## src/sdc_pkg.sv

```systemverilog
// ----------------------------------------------------------------------------
// SD card sequencer package
// Shared types, codes, command flags and the clock divider function.
// ----------------------------------------------------------------------------
package sdc_pkg;

  // Sizes of the data blocks and of the switch function status read.
  localparam int unsigned BlockBytes        = 512;
  localparam int unsigned BlockShift        = $clog2(BlockBytes);
  localparam int unsigned SwitchStatusBytes = 64;
  localparam int unsigned MaxDivShift       = 10;

  // Event codes carried by an input item.
  typedef enum logic [2:0] {
    OP_START     = 3'd0,
    OP_CMD_OK    = 3'd1,
    OP_CMD_ERR   = 3'd2,
    OP_DATA_OK   = 3'd3,
    OP_DATA_ERR  = 3'd4,
    OP_READ_REQ  = 3'd5,
    OP_WRITE_REQ = 3'd6
  } sdc_op_e;

  // Status codes carried by a result item.
  typedef enum logic [2:0] {
    ST_INIT_BUSY   = 3'd0,
    ST_READY       = 3'd1,
    ST_INIT_FAILED = 3'd2,
    ST_XFER_BUSY   = 3'd3,
    ST_XFER_DONE   = 3'd4,
    ST_XFER_ERROR  = 3'd5,
    ST_NOT_READY   = 3'd6,
    ST_IGNORED     = 3'd7
  } sdc_status_e;

  // Sequencer phases.
  typedef enum logic [4:0] {
    PH_IDLE, PH_FAILED, PH_CMD0, PH_CMD8, PH_APP41, PH_ACMD41, PH_CMD2,
    PH_CMD3, PH_CMD7, PH_CMD16, PH_APP6, PH_ACMD6, PH_CMD6, PH_SWDATA,
    PH_READY, PH_XCMD, PH_XDATA
  } sdc_phase_e;

  // Configuration register indexes.
  typedef enum logic [0:0] {
    REG_BASE_CLOCK  = 1'b0,
    REG_RETRY_LIMIT = 1'b1
  } sdc_reg_e;

  // Command indexes.
  localparam logic [7:0] CmdGoIdle      = 8'd0;
  localparam logic [7:0] CmdAllSendCid  = 8'd2;
  localparam logic [7:0] CmdSendRca     = 8'd3;
  localparam logic [7:0] CmdSwitch      = 8'd6;
  localparam logic [7:0] CmdSetBusWidth = 8'd6;
  localparam logic [7:0] CmdSelect      = 8'd7;
  localparam logic [7:0] CmdIfCond      = 8'd8;
  localparam logic [7:0] CmdSetBlkLen   = 8'd16;
  localparam logic [7:0] CmdReadSingle  = 8'd17;
  localparam logic [7:0] CmdReadMulti   = 8'd18;
  localparam logic [7:0] CmdWriteSingle = 8'd24;
  localparam logic [7:0] CmdWriteMulti  = 8'd25;
  localparam logic [7:0] CmdOpCond      = 8'd41;
  localparam logic [7:0] CmdAppCmd      = 8'd55;

  // Command and transfer mode flags.
  localparam logic [31:0] RspR136     = 32'h0001_0000;
  localparam logic [31:0] RspR48      = 32'h0002_0000;
  localparam logic [31:0] RspR48b     = 32'h0003_0000;
  localparam logic [31:0] CrcEn       = 32'h0008_0000;
  localparam logic [31:0] DataPresent = 32'h0020_0000;
  localparam logic [31:0] DirRead     = 32'h0000_0010;
  localparam logic [31:0] MultiBlk    = 32'h0000_0020;
  localparam logic [31:0] CountEn     = 32'h0000_0002;
  localparam logic [31:0] AutoCmd12   = 32'h0000_0004;

  // Command arguments and response checks.
  localparam logic [31:0] IfCondArg   = 32'h0000_01AA;
  localparam logic [11:0] IfCondEcho  = 12'h1AA;
  localparam logic [31:0] OpCondArg   = 32'h40FF_8000;
  localparam logic [31:0] SwitchArg   = 32'h80FF_FFF1;
  localparam logic [31:0] BusWidthArg = 32'd2;

  // Card clock targets in Hz.
  localparam logic [25:0] ClkIdentHz = 26'd400000;
  localparam logic [25:0] ClkDefHz   = 26'd25000000;
  localparam logic [25:0] ClkHighHz  = 26'd50000000;

  // One input item.
  typedef struct packed {
    logic [2:0]  opcode;
    logic [31:0] response;
    logic [31:0] sector;
    logic [15:0] block_count;
  } sdc_item_t;

  // One result item.
  typedef struct packed {
    logic        cmd_valid;
    logic [31:0] cmd_word;
    logic [31:0] cmd_arg;
    logic        blk_valid;
    logic [31:0] block_size_count;
    logic        clock_valid;
    logic [9:0]  clock_divider;
    logic        bus_four_bit;
    logic [2:0]  status;
    logic        high_capacity;
    logic [15:0] card_address;
  } sdc_result_t;

  // Divider values for the three card clock rates.
  typedef struct packed {
    logic [9:0] div_ident;
    logic [9:0] div_def;
    logic [9:0] div_high;
  } sdc_divs_t;

  // Smallest power of two 2^s with base <= target * 2^s, s capped at
  // MaxDivShift; the divider register takes 2^(s-1), or zero for s of zero.
  function automatic logic [9:0] clk_div(input logic [29:0] base,
                                         input logic [25:0] target);
    logic [3:0]  s;
    logic        found;
    logic [35:0] lim;
    s     = 4'(MaxDivShift);
    found = 1'b0;
    for (int i = 0; i <= int'(MaxDivShift); i++) begin
      lim = 36'(target) << i;
      if (!found && (36'(base) <= lim)) begin
        s     = 4'(i);
        found = 1'b1;
      end
    end
    if (s == 4'd0) begin
      return 10'd0;
    end
    return 10'd1 << (s - 4'd1);
  endfunction

endpackage

```

## src/sdc_req_if.sv

```systemverilog
// ----------------------------------------------------------------------------
// SD card sequencer event channel
// Valid/ready channel that carries one event item to the sequencer.
// ----------------------------------------------------------------------------
interface sdc_req_if;
  logic        valid;
  logic        ready;
  logic [2:0]  opcode;
  logic [31:0] response;
  logic [31:0] sector;
  logic [15:0] block_count;

  modport source (output valid, opcode, response, sector, block_count, input ready);
  modport sink (input valid, opcode, response, sector, block_count, output ready);
endinterface

```

## src/sdc_rsp_if.sv

```systemverilog
// ----------------------------------------------------------------------------
// SD card sequencer result channel
// Valid/ready channel that carries one result item from the sequencer.
// ----------------------------------------------------------------------------
interface sdc_rsp_if;
  logic        valid;
  logic        ready;
  logic        cmd_valid;
  logic [31:0] cmd_word;
  logic [31:0] cmd_arg;
  logic        blk_valid;
  logic [31:0] block_size_count;
  logic        clock_valid;
  logic [9:0]  clock_divider;
  logic        bus_four_bit;
  logic [2:0]  status;
  logic        high_capacity;
  logic [15:0] card_address;

  modport source (
    output valid, cmd_valid, cmd_word, cmd_arg, blk_valid, block_size_count,
           clock_valid, clock_divider, bus_four_bit, status, high_capacity,
           card_address,
    input  ready
  );
  modport sink (
    input  valid, cmd_valid, cmd_word, cmd_arg, blk_valid, block_size_count,
           clock_valid, clock_divider, bus_four_bit, status, high_capacity,
           card_address,
    output ready
  );
endinterface

```

## src/sdc_clkdiv.sv

```systemverilog
// ----------------------------------------------------------------------------
// SD card clock divider calculation
// Derives the identification, default and high speed dividers from the
// configured base clock with a row of constant threshold compares.
// ----------------------------------------------------------------------------
module sdc_clkdiv (
  input  logic [29:0]        base_clock_i,
  output sdc_pkg::sdc_divs_t divs_o
);

  // Each divider is an independent set of compares against constants.
  always_comb begin
    divs_o.div_ident = sdc_pkg::clk_div(base_clock_i, sdc_pkg::ClkIdentHz);
    divs_o.div_def   = sdc_pkg::clk_div(base_clock_i, sdc_pkg::ClkDefHz);
    divs_o.div_high  = sdc_pkg::clk_div(base_clock_i, sdc_pkg::ClkHighHz);
  end

endmodule

```

## src/sdc_fsm.sv

```systemverilog
// ----------------------------------------------------------------------------
// SD card sequencer state machine
// Holds the card state and works out the next state and the result for
// the item in the input register.
// ----------------------------------------------------------------------------
module sdc_fsm (
  input  logic                 clk_i,
  input  logic                 rst_ni,
  input  logic                 fire_i,
  input  sdc_pkg::sdc_item_t   item_i,
  input  logic [7:0]           retry_limit_i,
  input  sdc_pkg::sdc_divs_t   divs_i,
  output sdc_pkg::sdc_result_t result_o
);

  sdc_pkg::sdc_phase_e phase_q, phase_d;
  logic                sdhc_q, sdhc_d;
  logic [15:0]         rca_q, rca_d;
  logic [7:0]          retry_q, retry_d;
  logic                four_q, four_d;
  logic [7:0]          retry_inc;
  logic                cok;
  logic                cerr;
  sdc_pkg::sdc_status_e st;

  // State registers advance only when the item moves to the result register.
  always_ff @(posedge clk_i or negedge rst_ni) begin
    if (!rst_ni) begin
      phase_q <= sdc_pkg::PH_IDLE;
      sdhc_q  <= 1'b0;
      rca_q   <= '0;
      retry_q <= '0;
      four_q  <= 1'b0;
    end else if (fire_i) begin
      phase_q <= phase_d;
      sdhc_q  <= sdhc_d;
      rca_q   <= rca_d;
      retry_q <= retry_d;
      four_q  <= four_d;
    end
  end

  assign cok       = (item_i.opcode == sdc_pkg::OP_CMD_OK);
  assign cerr      = (item_i.opcode == sdc_pkg::OP_CMD_ERR);
  assign retry_inc = (retry_q != 8'hFF) ? retry_q + 8'd1 : retry_q;

  // Next state and result for one event.
  always_comb begin
    phase_d  = phase_q;
    sdhc_d   = sdhc_q;
    rca_d    = rca_q;
    retry_d  = retry_q;
    four_d   = four_q;
    st       = sdc_pkg::ST_IGNORED;
    result_o = '0;

    case (item_i.opcode)
      sdc_pkg::OP_START: begin
        sdhc_d  = 1'b0;
        rca_d   = '0;
        retry_d = '0;
        four_d  = 1'b0;
        result_o.clock_valid   = 1'b1;
        result_o.clock_divider = divs_i.div_ident;
        result_o.cmd_valid     = 1'b1;
        result_o.cmd_word      = {sdc_pkg::CmdGoIdle, 24'h0};
        phase_d = sdc_pkg::PH_CMD0;
        st      = sdc_pkg::ST_INIT_BUSY;
      end

      sdc_pkg::OP_READ_REQ, sdc_pkg::OP_WRITE_REQ: begin
        if (phase_q == sdc_pkg::PH_READY) begin
          if (item_i.block_count == 16'd0) begin
            st = sdc_pkg::ST_XFER_DONE;
          end else begin
            result_o.cmd_valid = 1'b1;
            result_o.cmd_arg   = sdhc_q ? item_i.sector
                                        : (item_i.sector << sdc_pkg::BlockShift);
            result_o.cmd_word  = sdc_pkg::RspR48 | sdc_pkg::CrcEn | sdc_pkg::DataPresent;
            if (item_i.opcode == sdc_pkg::OP_READ_REQ) begin
              result_o.cmd_word = result_o.cmd_word | sdc_pkg::DirRead;
            end
            if (item_i.block_count == 16'd1) begin
              result_o.cmd_word = result_o.cmd_word |
                ((item_i.opcode == sdc_pkg::OP_READ_REQ) ?
                 {sdc_pkg::CmdReadSingle, 24'h0} : {sdc_pkg::CmdWriteSingle, 24'h0});
            end else begin
              result_o.cmd_word = result_o.cmd_word | sdc_pkg::MultiBlk |
                sdc_pkg::CountEn | sdc_pkg::AutoCmd12 |
                ((item_i.opcode == sdc_pkg::OP_READ_REQ) ?
                 {sdc_pkg::CmdReadMulti, 24'h0} : {sdc_pkg::CmdWriteMulti, 24'h0});
            end
            result_o.blk_valid        = 1'b1;
            result_o.block_size_count = {item_i.block_count, 16'(sdc_pkg::BlockBytes)};
            phase_d = sdc_pkg::PH_XCMD;
            st      = sdc_pkg::ST_XFER_BUSY;
          end
        end else if ((phase_q == sdc_pkg::PH_XCMD) || (phase_q == sdc_pkg::PH_XDATA)) begin
          st = sdc_pkg::ST_IGNORED;
        end else begin
          st = sdc_pkg::ST_NOT_READY;
        end
      end

      sdc_pkg::OP_CMD_OK, sdc_pkg::OP_CMD_ERR: begin
        st = sdc_pkg::ST_INIT_BUSY;
        case (phase_q)
          sdc_pkg::PH_CMD0: begin
            if (cok) begin
              result_o.cmd_valid = 1'b1;
              result_o.cmd_word  = {sdc_pkg::CmdIfCond, 24'h0} | sdc_pkg::RspR48 |
                                   sdc_pkg::CrcEn;
              result_o.cmd_arg   = sdc_pkg::IfCondArg;
              phase_d = sdc_pkg::PH_CMD8;
            end else begin
              phase_d = sdc_pkg::PH_FAILED;
              st      = sdc_pkg::ST_INIT_FAILED;
            end
          end
          sdc_pkg::PH_CMD8: begin
            // A failed CMD8 marks an older card and is tolerated.
            if (cok && (item_i.response[11:0] != sdc_pkg::IfCondEcho)) begin
              phase_d = sdc_pkg::PH_FAILED;
              st      = sdc_pkg::ST_INIT_FAILED;
            end else begin
              result_o.cmd_valid = 1'b1;
              result_o.cmd_word  = {sdc_pkg::CmdAppCmd, 24'h0} | sdc_pkg::RspR48 |
                                   sdc_pkg::CrcEn;
              result_o.cmd_arg   = {rca_q, 16'h0};
              phase_d = sdc_pkg::PH_APP41;
            end
          end
          sdc_pkg::PH_APP41: begin
            if (cok) begin
              result_o.cmd_valid = 1'b1;
              result_o.cmd_word  = {sdc_pkg::CmdOpCond, 24'h0} | sdc_pkg::RspR48;
              result_o.cmd_arg   = sdc_pkg::OpCondArg;
              phase_d = sdc_pkg::PH_ACMD41;
            end else begin
              phase_d = sdc_pkg::PH_FAILED;
              st      = sdc_pkg::ST_INIT_FAILED;
            end
          end
          sdc_pkg::PH_ACMD41: begin
            if (cerr) begin
              phase_d = sdc_pkg::PH_FAILED;
              st      = sdc_pkg::ST_INIT_FAILED;
            end else if (item_i.response[31]) begin
              // Power-up done: latch capacity and move to the default clock.
              sdhc_d = item_i.response[30];
              result_o.clock_valid   = 1'b1;
              result_o.clock_divider = divs_i.div_def;
              result_o.cmd_valid     = 1'b1;
              result_o.cmd_word      = {sdc_pkg::CmdAllSendCid, 24'h0} |
                                       sdc_pkg::RspR136 | sdc_pkg::CrcEn;
              phase_d = sdc_pkg::PH_CMD2;
            end else begin
              retry_d = retry_inc;
              if (retry_inc >= retry_limit_i) begin
                phase_d = sdc_pkg::PH_FAILED;
                st      = sdc_pkg::ST_INIT_FAILED;
              end else begin
                result_o.cmd_valid = 1'b1;
                result_o.cmd_word  = {sdc_pkg::CmdAppCmd, 24'h0} | sdc_pkg::RspR48 |
                                     sdc_pkg::CrcEn;
                result_o.cmd_arg   = {rca_q, 16'h0};
                phase_d = sdc_pkg::PH_APP41;
              end
            end
          end
          sdc_pkg::PH_CMD2: begin
            if (cok) begin
              result_o.cmd_valid = 1'b1;
              result_o.cmd_word  = {sdc_pkg::CmdSendRca, 24'h0} | sdc_pkg::RspR48 |
                                   sdc_pkg::CrcEn;
              phase_d = sdc_pkg::PH_CMD3;
            end else begin
              phase_d = sdc_pkg::PH_FAILED;
              st      = sdc_pkg::ST_INIT_FAILED;
            end
          end
          sdc_pkg::PH_CMD3: begin
            if (cok) begin
              rca_d = item_i.response[31:16];
              result_o.cmd_valid = 1'b1;
              result_o.cmd_word  = {sdc_pkg::CmdSelect, 24'h0} | sdc_pkg::RspR48b |
                                   sdc_pkg::CrcEn;
              result_o.cmd_arg   = {item_i.response[31:16], 16'h0};
              phase_d = sdc_pkg::PH_CMD7;
            end else begin
              phase_d = sdc_pkg::PH_FAILED;
              st      = sdc_pkg::ST_INIT_FAILED;
            end
          end
          sdc_pkg::PH_CMD7, sdc_pkg::PH_CMD16: begin
            if (cerr) begin
              phase_d = sdc_pkg::PH_FAILED;
              st      = sdc_pkg::ST_INIT_FAILED;
            end else if ((phase_q == sdc_pkg::PH_CMD7) && !sdhc_q) begin
              // Standard capacity cards need the block length set.
              result_o.cmd_valid = 1'b1;
              result_o.cmd_word  = {sdc_pkg::CmdSetBlkLen, 24'h0} | sdc_pkg::RspR48 |
                                   sdc_pkg::CrcEn;
              result_o.cmd_arg   = 32'(sdc_pkg::BlockBytes);
              phase_d = sdc_pkg::PH_CMD16;
            end else begin
              result_o.blk_valid        = 1'b1;
              result_o.block_size_count = 32'(sdc_pkg::BlockBytes);
              result_o.cmd_valid        = 1'b1;
              result_o.cmd_word         = {sdc_pkg::CmdAppCmd, 24'h0} |
                                          sdc_pkg::RspR48 | sdc_pkg::CrcEn;
              result_o.cmd_arg          = {rca_q, 16'h0};
              phase_d = sdc_pkg::PH_APP6;
            end
          end
          sdc_pkg::PH_APP6, sdc_pkg::PH_ACMD6: begin
            if ((phase_q == sdc_pkg::PH_APP6) && cok) begin
              result_o.cmd_valid = 1'b1;
              result_o.cmd_word  = {sdc_pkg::CmdSetBusWidth, 24'h0} | sdc_pkg::RspR48 |
                                   sdc_pkg::CrcEn;
              result_o.cmd_arg   = sdc_pkg::BusWidthArg;
              phase_d = sdc_pkg::PH_ACMD6;
            end else begin
              // Bus width done or skipped: go on with the high speed switch.
              if ((phase_q == sdc_pkg::PH_ACMD6) && cok) begin
                four_d = 1'b1;
              end
              result_o.cmd_valid        = 1'b1;
              result_o.cmd_word         = {sdc_pkg::CmdSwitch, 24'h0} | sdc_pkg::RspR48 |
                                          sdc_pkg::CrcEn | sdc_pkg::DataPresent |
                                          sdc_pkg::DirRead;
              result_o.cmd_arg          = sdc_pkg::SwitchArg;
              result_o.blk_valid        = 1'b1;
              result_o.block_size_count = {16'd1, 16'(sdc_pkg::SwitchStatusBytes)};
              phase_d = sdc_pkg::PH_CMD6;
            end
          end
          sdc_pkg::PH_CMD6: begin
            if (cok) begin
              phase_d = sdc_pkg::PH_SWDATA;
            end else begin
              phase_d = sdc_pkg::PH_READY;
              st      = sdc_pkg::ST_READY;
            end
          end
          sdc_pkg::PH_XCMD: begin
            if (cok) begin
              phase_d = sdc_pkg::PH_XDATA;
              st      = sdc_pkg::ST_XFER_BUSY;
            end else begin
              phase_d = sdc_pkg::PH_READY;
              st      = sdc_pkg::ST_XFER_ERROR;
            end
          end
          default: begin
            st = sdc_pkg::ST_IGNORED;
          end
        endcase
      end

      sdc_pkg::OP_DATA_OK, sdc_pkg::OP_DATA_ERR: begin
        if (phase_q == sdc_pkg::PH_SWDATA) begin
          if (item_i.opcode == sdc_pkg::OP_DATA_OK) begin
            result_o.clock_valid   = 1'b1;
            result_o.clock_divider = divs_i.div_high;
          end
          phase_d = sdc_pkg::PH_READY;
          st      = sdc_pkg::ST_READY;
        end else if (phase_q == sdc_pkg::PH_XDATA) begin
          phase_d = sdc_pkg::PH_READY;
          st      = (item_i.opcode == sdc_pkg::OP_DATA_OK) ? sdc_pkg::ST_XFER_DONE
                                                           : sdc_pkg::ST_XFER_ERROR;
        end
      end

      default: begin
        st = sdc_pkg::ST_IGNORED;
      end
    endcase

    // Card state fields report the state after this item.
    result_o.bus_four_bit  = four_d;
    result_o.status        = st;
    result_o.high_capacity = sdhc_d;
    result_o.card_address  = rca_d;
  end

  // A start clears the card state and enters the CMD0 phase.
  a_start_clears: assert property (@(posedge clk_i) disable iff (!rst_ni)
    (fire_i && (item_i.opcode == sdc_pkg::OP_START)) |=>
      ((phase_q == sdc_pkg::PH_CMD0) && !sdhc_q && (rca_q == 16'd0) && !four_q))
    else $error("start did not restart initialisation");

  // The retry count only falls on a start.
  a_retry_monotonic: assert property (@(posedge clk_i) disable iff (!rst_ni)
    (fire_i && (item_i.opcode != sdc_pkg::OP_START)) |=> (retry_q >= $past(retry_q)))
    else $error("retry count fell without a start");

endmodule

```

## src/sd_card_init_and_transfer_sequencer.sv

```systemverilog
// ----------------------------------------------------------------------------
// SD card initialisation and transfer sequencer
// Host-side command sequencer for card bring-up and block transfers.
// ----------------------------------------------------------------------------
// Usage:
//   Events (start, command done, data done, read or write request) arrive as
//   items on the req_i channel; every event yields exactly one result item on
//   rsp_o, telling the host which command to issue, whether a block size or
//   count word and a clock divider must be written, and the status.
//   Configuration (base clock, ACMD41 retry limit) is written through the
//   cfg_we_i / cfg_idx_i / cfg_wdata_i port; the user must write it only while
//   no event is in flight, which the block does not enforce. An accepted item
//   is held in an input register; the state machine and the divider compares
//   work on it combinationally and the result goes to the result register.
//   One item per cycle is taken back to back while rsp_o is not stalled,
//   set by the single state machine update per cycle.
//   When rsp_o is stalled the result register holds its item and the input
//   register holds the next one; req_i.ready drops only when both are full.
//   Reset empties both registers, puts the sequencer in its idle, not
//   initialised phase and restores the configuration defaults.
// ----------------------------------------------------------------------------
module sd_card_init_and_transfer_sequencer (
  input  logic        clk_i,
  input  logic        rst_ni,
  input  logic        cfg_we_i,
  input  logic [0:0]  cfg_idx_i,
  input  logic [29:0] cfg_wdata_i,
  sdc_req_if.sink     req_i,
  sdc_rsp_if.source   rsp_o
);

  logic [29:0]          base_q;
  logic [7:0]           limit_q;
  logic                 in_vld_q;
  sdc_pkg::sdc_item_t   item_q;
  logic                 out_vld_q;
  sdc_pkg::sdc_result_t res_q;
  sdc_pkg::sdc_result_t res;
  sdc_pkg::sdc_divs_t   divs;
  logic                 move;
  logic                 take;

  // Configuration registers.
  always_ff @(posedge clk_i or negedge rst_ni) begin
    if (!rst_ni) begin
      base_q  <= 30'd100000000;
      limit_q <= 8'd99;
    end else if (cfg_we_i) begin
      case (cfg_idx_i)
        sdc_pkg::REG_BASE_CLOCK:  base_q  <= cfg_wdata_i;
        sdc_pkg::REG_RETRY_LIMIT: limit_q <= cfg_wdata_i[7:0];
        default: ;
      endcase
    end
  end

  // Handshakes: the item moves on when the result register is free.
  assign move        = in_vld_q && (!out_vld_q || rsp_o.ready);
  assign req_i.ready = !in_vld_q || move;
  assign take        = req_i.valid && req_i.ready;

  // Input register.
  always_ff @(posedge clk_i or negedge rst_ni) begin
    if (!rst_ni) begin
      in_vld_q <= 1'b0;
    end else if (take) begin
      in_vld_q <= 1'b1;
    end else if (move) begin
      in_vld_q <= 1'b0;
    end
  end

  always_ff @(posedge clk_i) begin
    if (take) begin
      item_q.opcode      <= req_i.opcode;
      item_q.response    <= req_i.response;
      item_q.sector      <= req_i.sector;
      item_q.block_count <= req_i.block_count;
    end
  end

  sdc_clkdiv u_clkdiv (
    .base_clock_i (base_q),
    .divs_o       (divs)
  );

  sdc_fsm u_fsm (
    .clk_i         (clk_i),
    .rst_ni        (rst_ni),
    .fire_i        (move),
    .item_i        (item_q),
    .retry_limit_i (limit_q),
    .divs_i        (divs),
    .result_o      (res)
  );

  // Result register.
  always_ff @(posedge clk_i or negedge rst_ni) begin
    if (!rst_ni) begin
      out_vld_q <= 1'b0;
    end else if (move) begin
      out_vld_q <= 1'b1;
    end else if (rsp_o.ready) begin
      out_vld_q <= 1'b0;
    end
  end

  always_ff @(posedge clk_i) begin
    if (move) begin
      res_q <= res;
    end
  end

  assign rsp_o.valid            = out_vld_q;
  assign rsp_o.cmd_valid        = res_q.cmd_valid;
  assign rsp_o.cmd_word         = res_q.cmd_word;
  assign rsp_o.cmd_arg          = res_q.cmd_arg;
  assign rsp_o.blk_valid        = res_q.blk_valid;
  assign rsp_o.block_size_count = res_q.block_size_count;
  assign rsp_o.clock_valid      = res_q.clock_valid;
  assign rsp_o.clock_divider    = res_q.clock_divider;
  assign rsp_o.bus_four_bit     = res_q.bus_four_bit;
  assign rsp_o.status           = res_q.status;
  assign rsp_o.high_capacity    = res_q.high_capacity;
  assign rsp_o.card_address     = res_q.card_address;

  // An item that moves on is shown as a result in the next cycle.
  a_move_shows: assert property (@(posedge clk_i) disable iff (!rst_ni)
    move |=> out_vld_q)
    else $error("moved item did not reach the result register");

  // A command is only issued while initialising or starting a transfer.
  a_cmd_status: assert property (@(posedge clk_i) disable iff (!rst_ni)
    (out_vld_q && res_q.cmd_valid) |->
      ((res_q.status == sdc_pkg::ST_INIT_BUSY) || (res_q.status == sdc_pkg::ST_XFER_BUSY)))
    else $error("command issued with an unexpected status");

  // An empty input register never blocks the event channel.
  a_ready_when_empty: assert property (@(posedge clk_i) disable iff (!rst_ni)
    !in_vld_q |-> req_i.ready)
    else $error("event channel stalled with an empty input register");

endmodule

```

## src/flat_wrapper.sv

```systemverilog
// flat-port wrapper written by rule: the top's interface ports become plain ports
module sd_card_init_and_transfer_sequencer_flat 
  (clk_i, rst_ni, cfg_we_i, cfg_idx_i, cfg_wdata_i, req_i_valid, req_i_opcode, req_i_response, req_i_sector, req_i_block_count, req_i_ready, rsp_o_valid, rsp_o_cmd_valid, rsp_o_cmd_word, rsp_o_cmd_arg, rsp_o_blk_valid, rsp_o_block_size_count, rsp_o_clock_valid, rsp_o_clock_divider, rsp_o_bus_four_bit, rsp_o_status, rsp_o_high_capacity, rsp_o_card_address, rsp_o_ready);
  sdc_req_if req_i_i ();
  sdc_rsp_if rsp_o_i ();
  input  logic clk_i;
  input  logic rst_ni;
  input  logic cfg_we_i;
  input  logic [0:0] cfg_idx_i;
  input  logic [29:0] cfg_wdata_i;
  input wire logic [$bits(req_i_i.valid)-1:0] req_i_valid;
  input wire logic [$bits(req_i_i.opcode)-1:0] req_i_opcode;
  input wire logic [$bits(req_i_i.response)-1:0] req_i_response;
  input wire logic [$bits(req_i_i.sector)-1:0] req_i_sector;
  input wire logic [$bits(req_i_i.block_count)-1:0] req_i_block_count;
  output wire logic [$bits(req_i_i.ready)-1:0] req_i_ready;
  output wire logic [$bits(rsp_o_i.valid)-1:0] rsp_o_valid;
  output wire logic [$bits(rsp_o_i.cmd_valid)-1:0] rsp_o_cmd_valid;
  output wire logic [$bits(rsp_o_i.cmd_word)-1:0] rsp_o_cmd_word;
  output wire logic [$bits(rsp_o_i.cmd_arg)-1:0] rsp_o_cmd_arg;
  output wire logic [$bits(rsp_o_i.blk_valid)-1:0] rsp_o_blk_valid;
  output wire logic [$bits(rsp_o_i.block_size_count)-1:0] rsp_o_block_size_count;
  output wire logic [$bits(rsp_o_i.clock_valid)-1:0] rsp_o_clock_valid;
  output wire logic [$bits(rsp_o_i.clock_divider)-1:0] rsp_o_clock_divider;
  output wire logic [$bits(rsp_o_i.bus_four_bit)-1:0] rsp_o_bus_four_bit;
  output wire logic [$bits(rsp_o_i.status)-1:0] rsp_o_status;
  output wire logic [$bits(rsp_o_i.high_capacity)-1:0] rsp_o_high_capacity;
  output wire logic [$bits(rsp_o_i.card_address)-1:0] rsp_o_card_address;
  input wire logic [$bits(rsp_o_i.ready)-1:0] rsp_o_ready;
  assign req_i_i.valid = req_i_valid;
  assign req_i_i.opcode = req_i_opcode;
  assign req_i_i.response = req_i_response;
  assign req_i_i.sector = req_i_sector;
  assign req_i_i.block_count = req_i_block_count;
  assign req_i_ready = req_i_i.ready;
  assign rsp_o_valid = rsp_o_i.valid;
  assign rsp_o_cmd_valid = rsp_o_i.cmd_valid;
  assign rsp_o_cmd_word = rsp_o_i.cmd_word;
  assign rsp_o_cmd_arg = rsp_o_i.cmd_arg;
  assign rsp_o_blk_valid = rsp_o_i.blk_valid;
  assign rsp_o_block_size_count = rsp_o_i.block_size_count;
  assign rsp_o_clock_valid = rsp_o_i.clock_valid;
  assign rsp_o_clock_divider = rsp_o_i.clock_divider;
  assign rsp_o_bus_four_bit = rsp_o_i.bus_four_bit;
  assign rsp_o_status = rsp_o_i.status;
  assign rsp_o_high_capacity = rsp_o_i.high_capacity;
  assign rsp_o_card_address = rsp_o_i.card_address;
  assign rsp_o_i.ready = rsp_o_ready;
  sd_card_init_and_transfer_sequencer u_core (.clk_i(clk_i), .rst_ni(rst_ni), .cfg_we_i(cfg_we_i), .cfg_idx_i(cfg_idx_i), .cfg_wdata_i(cfg_wdata_i), .req_i(req_i_i), .rsp_o(rsp_o_i));
endmodule
```

## config.mk

```make
export PLATFORM = sky130hd
export DESIGN_NAME = sd_card_init_and_transfer_sequencer_flat
export DESIGN_NICKNAME = d
export VERILOG_FILES = /design/src/sdc_pkg.sv /design/src/sdc_req_if.sv /design/src/sdc_rsp_if.sv /design/src/sdc_clkdiv.sv /design/src/sdc_fsm.sv /design/src/sd_card_init_and_transfer_sequencer.sv /design/src/flat_wrapper.sv
export SDC_FILE = /design/constraint.sdc
export NUM_CORES = 1
export LEC_CHECK = 0
export ABC_CLOCK_PERIOD_IN_PS = 4280
export BUFFER_PORTS_ARGS = -buffer_cell sky130_fd_sc_hd__buf_2
export CORE_UTILIZATION = 51
export CTS_CLUSTER_SIZE = 24
export DETAILED_ROUTE_END_ITERATION = 6
export GPL_TIMING_DRIVEN = 0
export PLACE_DENSITY_LB_ADDON = 0.1
export SLEW_MARGIN = 20
export SYNTH_ARGS = -nofsm -noshare
export SYNTH_HDL_FRONTEND = slang
export SYNTH_HIERARCHICAL = 1
export SYNTH_SLANG_ARGS = --single-unit
```

## constraint.sdc

```tcl
create_clock -name clk_i -period 4.28 [get_ports clk_i]
set_input_delay 0.428 -clock clk_i [delete_from_list [all_inputs] [get_ports clk_i]]
set_output_delay 0.428 -clock clk_i [all_outputs]
set_load 0.005 [all_outputs]
```

; ---- Word level (Yosys, flattened, before mapping)
; Cells that the tools add are included.
[word_totals]
reg_bits = 284
latchBits = 0
ramBits = 0
romBits = 0
inputBits = 119
out_inout_bits = 132
word_cells = 296
mem_count = 0
[op_classes]
add_sub_neg = 4
mul = 0
div = 0
order_cmp = 18
eq_ne = 31
shifts = 3
muxes = 144
bitwise_logic = 3
n_reduce_logical = 69
[ops]
columns = op, count
row1 = $mux 65, 6
row2 = $mux 98, 3
row3 = $pmux 33 s8, 1
row4 = $pmux 32 s7, 1
row5 = $mux 32, 6
row6 = $mux 33, 4
row7 = $pmux 65 s2, 1
row8 = $mux 4, 26
row9 = $pmux 33 s3, 1
row10 = $pmux 33 s2, 1
row11 = $or 32x29->32, 2
row12 = $mux 62, 1
row13 = $le 30x25->1 const B, 2
row14 = $le 30x26->1 const B, 2
row15 = $le 30x27->1 const B, 2
row16 = $le 30x28->1 const B, 2
row17 = $le 30x29->1 const B, 2
row18 = $mux 10, 6
row19 = $mux 28, 2
row20 = $mux 11, 5
row21 = $mux 54, 1
row22 = $pmux 5 s10, 1
row23 = $eq 5x4->1 const B, 8
row24 = $mux 5, 8
row25 = 50 further kinds, 178

; ---- Depth between registers and ports, before layout
; Gate-level depths: netlist (run 1).
[depth]
word_depth = 36
mapped_depth = 16
depth_no_buf = 13

; ---- Modules after synthesis
; Netlist (run 1), hierarchy kept.
[modules_own_cells]
columns = module, n_inst, cells_each, area_per_inst_um2, seq_area_each_um2
row1 = sd_card_init_and_transfer_sequencer, 1, 302, 7975.1, 7417.1
row2 = sdc_fsm, 1, 578, 4334.2, 775.7
row3 = sdc_clkdiv, 1, 273, 1642.8, 0.0

; ---- Worst setup path after synthesis (run 1)
; Ideal clock, no wire load.
[synth_path]
kind = input-to-reg
from = in rsp_o_ready
to = reg u_core.u_fsm.phase_q[0]
setup_ns = 0.125
arrival_ns = 4.673
t_required_ns = 4.155
path_slack_ns = -0.518
cell_stages = 7
n_path_buf = 1
cell_sequence = nand2b_1 -> and2_1 -> clkbuf_1 -> nand3_1 -> a32oi_1 -> o21ai_1 -> mux2_2
[synth_between]
elab_chain_len = 3
[synth_lines]
columns = item, line
row1 = "start, declared", flat_wrapper.sv:29  ; input wire logic [$bits(rsp_o_i.ready)-1:0] rsp_o_ready;
row2 = $logic_or 1x1->1, sd_card_init_and_transfer_sequencer.sv:58  ; assign move = in_vld_q && (!out_vld_q || rsp_o.ready);
row3 = $logic_and 1x1->1, sd_card_init_and_transfer_sequencer.sv:58
row4 = named net u_core.move, sd_card_init_and_transfer_sequencer.sv:40  ; logic move;
row5 = $reduce_and 6->1 (no source line), n/a
row6 = "end signal, assigned", sdc_fsm.sv:29  ; phase_q <= sdc_pkg::PH_IDLE;
row7 = "end signal, assigned", sdc_fsm.sv:35  ; phase_q <= phase_d;
row8 = "end, declared", sdc_fsm.sv:16  ; sdc_pkg::sdc_phase_e phase_q, phase_d;
; The timed path passes the listed nets, and every way through them passes these cells.
; A chain may end at the register's enable or synchronous reset.

==> results.ini, run 1 <==
[timing]
tightest_slew_ps=1000
hold_viol_final=0
fin_tns_setup_ps=0
drv_slew=0
period_share=0.927
final-setup-viol-count=0
skew_ps=11.8
min_period_ps=3970
slew_headroom=0.325
max_freq_mhz=252
rsz0062_at_grt=no

[floorplanning]
dieWidth_um=167
coreArea_mm2=0.0264
initial_core_util=0.525
die_y_um=167
pin_count=251
row_count=59
die-area_mm2=0.0278

[cells_and_area]
fillers=2129
layout-drive-gt1-share=0.312
final_nets=1599
syn2layout_area_growth_pct=21.0
seq_area_mm2=0.00807
diodes=0
multi_input_area_mm2=0.00508
final_cell_area_mm2=0.0167

[detailed_routing]
antenna_left=0
num_vias=10747
drt_pass1_iterations=6
via_per_inst=5.88
wl_per_cell_um=20.7
wirelength_um=37900
drt_iter0_markers=1155
drc_errors=0

[worst_setup_path]
rr_worst_depth=16
required_ps=4570
end_kind=flip-flop
cp_max_fo=10
critPathArrivalTime_ps=4260
start_kind=flip-flop
crit_type=reg2reg

[pwr]
p_per_area_mw_per_mm2=475
swShare=0.301
leakagePower_nw=6.96
peakVddDrop_mv=0.354
p_total_mw=7.94
switchingPower_mw=2.39
internal-power_mw=5.56
pwr-share-clk=0.330
combPwrFrac=0.236
p_seq_frac=0.434

[global_routing]
grt_max_degree=54
grt_pass1_vias=10189
grt_first_pass_wirelength_um=58600
grt_usage=0.271
grt_overflow=0
antenna_found_initial=0

[flow_run]
max_cap_viol_count=0

[clock_network]
clock_path_buffers=3
cts_made_buffers=29
clkLatencyLatePin_ps=550
cts-root-buf=clkbuf_16
clk_pin_slew_ps=70
cts_tree=done
clkSinkCount=280
cts.htree.levels=1

[yosys]
synth_cells=1149
synth_area_mm2=0.0138
synth_area_per_cell_um2=12.0
ys_warn_count=6

[place]
io_buffers=246
dp_hpwl_um=27800
place_congestion=0.955
place_area_mm2=0.0157

[run_status]
run_status=complete, no violations

[worst_hold_path]
holdPathStages=1
holdCritPathClass=in2reg

metal layers:
layer / GRT usage / routed length (µm) / vias up
li1: - / - / 4957
met1: 0.394 / 16900 / 5182
met2: 0.428 / 17300 / 534
met3: 0.0409 / 2820 / 74
met4: 0.0660 / 841 / 0
met5: 0 / 0 / -
worst max-delay path: stages (launching register included):
cell      delay (ps)
dfrtp_1          440
ha_1             240
and3_1           230
and3_1           230
and3_1           170
clkbuf_1         310
nor2_1           140
xor2_1           170
ha_1             300
a21o_1           110
o31ai_1           80
a21oi_1          350
o211ai_2         230
and2b_1          240
buf_6            150
buf_8            140
a21o_1           190
state kept, by name (all words and copies together) (netlist names), 3 cells and up:
name                           count
u_core/base_q                     30
u_core/item_q                     79
u_core/limit_q                     8
u_core/rsp_o.block_size_count     32
u_core/rsp_o.card_address         16
u_core/rsp_o.clock_divider        10
u_core/rsp_o.cmd_arg              32
u_core/rsp_o.cmd_word             32
u_core/rsp_o.status                3
u_core/u_fsm/phase_q               5
u_core/u_fsm/rca_q                16
u_core/u_fsm/retry_q               8
area by class of cell:
type,instances,area share
plain buffers,124,0.0431
well taps,335,0.0250
flip-flops and latches,280,0.482
inverters,30,0.00673
clock inverters,18,0.0138
multi-input cells,754,0.303
clock buffers,36,0.0455
repair buffers,251,0.0804
metrics by stage:
step / setup slack (ps) / hold slack, ps / utilization / std cells
CTS: 376 / 29.5 / 0.635 / 1828
detailed placement: 392 / 337 / 0.597 / 1773
finish: 314 / 51.3 / 0.635 / 1828
floorplan: 886 / 132 / - / 1188
global route: 113 / 34.9 / 0.635 / 1828
global placement: -222 / 458 / 0.593 / 1769
final timing paths:
check | start | end | slack [ps]
min in group asynchronous | rst_ni | u_core/base_q[29] | 320
min | req_i_block_count[0] | u_core/item_q[0] | 50
max | u_core/u_fsm/retry_q[0] | u_core/rsp_o.cmd_arg[18] | 310
max in group asynchronous | rst_ni | u_core/limit_q[1] | 3340
max reg2reg | u_core/u_fsm/retry_q[0] | u_core/rsp_o.cmd_arg[18] | 310
min reg2reg | u_core/in_vld_q | u_core/rsp_o.valid | 490
layout by cell type (no fill, tap or decap), types with 6 or more instances in the layout:
cell         n
a222oi_1    10
o22ai_1     13
o211ai_1     7
conb_1      41
buf_4       50
or3_1        8
nand2b_1    15
nand3_1     31
nor2_1      70
nand4_1     17
nand3b_1     7
edfxtp_1   209
nor2b_1      9
mux2_4      10
and3_1      11
clkbuf_16   29
a221o_1      8
and2_1      22
nor4b_1      7
nor4bb_1     6
buf_2      264
mux2i_1     27
o21ai_0     41
nor3_1      32
nor4_1      25
ha_1        10
a22o_1      31
inv_1       28
dfrtp_1     55
a31oi_1      8
nand2_1     62
o21bai_1     6
a21o_1      19
a21oi_1     48
or2_2        6
clkbuf_1    53
dfstp_2     16
mux2_2      33
power by group through the flow:
stage	registers (mW)	clock network (mW)	logic (mW)
6_report	3.45	2.62	1.88
5_1_grt	3.48	2.77	2.03
4_1_cts	3.45	2.67	1.84
3_5_place_dp	3.50	0	1.83
3_3_place_gp	3.51	0	1.80
2_1_floorplan	3.47	0	1.19
repair_timing:
action,CTS,global route
buffers inserted,0,0
resized for setup,0,0
hold buffers,1,0
hold endpoints to repair,7,0
(Power assumes the default switching activity.)
==> run 2, diff against run 1 <==
CELL_PAD_IN_SITES_DETAIL_PLACEMENT = 0   (was not set)
CELL_PAD_IN_SITES_GLOBAL_PLACEMENT = 1   (was not set)
CORE_UTILIZATION = 41   (was 51)
==> results.ini, run 2 (synthesis results as in run 1) <==
[worst_setup_path]
required_ps=4600  ; +30 ps
r2r-end=u_core/rsp_o.status[1]
critPathArrivalTime_ps=4330  ; +70 ps
end_kind=flip-flop
max_stage_delay_ps=450  ; about the same
r2r-start=u_core/u_fsm/retry_q[0]
crit_type=reg2reg
start_kind=flip-flop
cp_max_fo=8  ; -2
rr_worst_depth=13  ; -3
path_common_cell=and3_1
worst-r2r-setup-slack_ps=270  ; -50 ps
critPathBufInv=1  ; -2
crit_slowest_cell=dfrtp_1
cp_top_family=compound AO/OA/AOI/OAI gates
path_cells=ha_1 > and3_1 > and3_1 > and3_1 > clkbuf_1 > nor2_1 > xor2_1 > ha_1 > o31ai_1 > a21oi_1 > a211oi_2 > o2111ai_1 > a221o_1

[global_routing]
antenna_found_initial=1  ; +1
grt_overflow=0  ; unchanged
grt_pass1_vias=9990  ; -2.0%
grt_usage=0.228  ; -0.0431
grt_first_pass_wirelength_um=59500  ; +1.6%
grt_max_degree=52  ; -3.7%

[timing]
hold_viol_final=0  ; unchanged
skew_ps=19.7  ; +7.90 ps
min_period_ps=4010  ; +47.2 ps
rsz0062_at_grt=no
drv_slew=0  ; unchanged
slew_headroom=0.335  ; +0.0100
tightest_slew_ps=990  ; -13.4 ps
period_share=0.938  ; +0.0110
final-setup-viol-count=0  ; unchanged
max_freq_mhz=249  ; -1.2%

[cells_and_area]
regMostFlops=u_core/item_q
fillers=3060  ; +44%
largest_reg_flops=79  ; unchanged
layout_common_cells=buf_2 (264), edfxtp_1 (209), nor2_1 (70)
syn2layout_area_growth_pct=22.5
final_cell_area_mm2=0.0169  ; +1.2%
layout_commonest_cell=buf_2
final_nets=1600  ; +0.063%
layout-drive-gt1-share=0.317  ; +0.00493
diodes=0  ; unchanged

[worst_hold_path]
min_from=req_i_sector[6]
holdCritPathClass=in2reg
holdPathStages=1  ; unchanged
holdPathEnd=u_core/item_q[22]

[floorplanning]
initial_core_util=0.421  ; -0.104
coreArea_mm2=0.0329  ; +25%
die_y_um=186  ; +11%
dieWidth_um=186  ; +11%
row_count=66  ; +12%
pin_count=251  ; unchanged
die-area_mm2=0.0345  ; +24%

[place]
place_congestion=0.932  ; -2.4%
io_buffers=246  ; unchanged
place_area_mm2=0.0159  ; +0.80%
dp_hpwl_um=29200  ; +5.1%

[clock_network]
post-cts-setup-buffer-count=0  ; unchanged
cts_made_buffers=30  ; +3.4%
cts_tree=done
clock_path_buffers=3  ; unchanged
clkSinkCount=280  ; unchanged
clkLatencyLatePin_ps=570  ; +20 ps
cts.htree.levels=1  ; unchanged
post_cts_resized=0  ; unchanged
cts-root-buf=clkbuf_16
clk_pin_slew_ps=60  ; about the same

[pwr]
leakagePower_nw=6.98  ; +0.18%
p_total_mw=8.10  ; +1.9%
p_per_area_mw_per_mm2=478  ; +0.67%
peakVddDrop_mv=0.328  ; -7.5%

[detailed_routing]
antenna_left=0  ; unchanged
wl_per_cell_um=20.4  ; -1.7%
wirelength_um=39500  ; +4.2%
drc_errors=0  ; unchanged
via_per_inst=5.40  ; -8.1%
drt_iter0_markers=799  ; -31%
drt_pass1_iterations=6  ; unchanged
num_vias=10465  ; -2.6%

[flow_run]
max_cap_viol_count=0  ; unchanged

[run_status]
run_status=complete, no violations

-- run 2: per-stage QoR --
step	setup TNS, ps	util	cells	hold slack [ps]	worst slack (ps)
global placement	-4670	0.480	1876	461	-333
CTS	0	0.516	1937	6.76	280
floorplan	0	-	1188	132	886
finish	0	0.516	1937	33.6	267
detailed placement	0	0.483	1880	337	280
global route	0	0.516	1937	15.7	5.00
-- run 2: layout make-up --
type / instances / area [µm²] / share of cell area
plain buffers: 124 / 722 / 0.0426
clock buffers: 32 / 768 / 0.0453
clock inverters: 24 / 305 / 0.0180
inverters: 30 / 113 / 0.00664
multi-input cells: 754 / 5080 / 0.299
flip-flops and latches: 280 / 8070 / 0.476
well taps: 442 / 553 / 0.0326
repair buffers: 251 / 1340 / 0.0790
-- run 2: repair_timing --
item	4_1_cts	5_1_grt
endpoints found under the setup margin	0	0
hold buffers	1	0
endpoints found under the hold margin	8	0
-- run 2: worst max-delay path by stage --
stage / startpoint / to / slack (ps) / cells after the start
global placement: rsp_o_ready / u_core/u_fsm/rca_q[13] / -330 / 7
detailed placement: u_core/u_fsm/retry_q[0] / u_core/rsp_o.status[1] / 280 / 14
global route: u_core/u_fsm/retry_q[0] / u_core/u_fsm/phase_q[2] / 5 / 14
floorplan: rsp_o_ready / u_core/u_fsm/phase_q[0] / 890 / 7
CTS: u_core/u_fsm/retry_q[0] / u_core/rsp_o.status[1] / 280 / 14
finish: u_core/u_fsm/retry_q[0] / u_core/rsp_o.status[1] / 270 / 13
-- run 2: where the power goes --
part	internal, mW	total [mW]	switching (mW)
logic	0.708	1.89	1.18
registers	3.28	3.44	0.167
clock network	1.67	2.76	1.10
total	5.65	8.10	2.44
-- run 2: routing by layer --
layer	up-vias	wire [µm]	GRT usage
li1	4955	-	-
met1	5091	18100	0.327
met2	361	18000	0.360
met3	56	2550	0.0346
met4	2	861	0.0567
met5	-	13	0
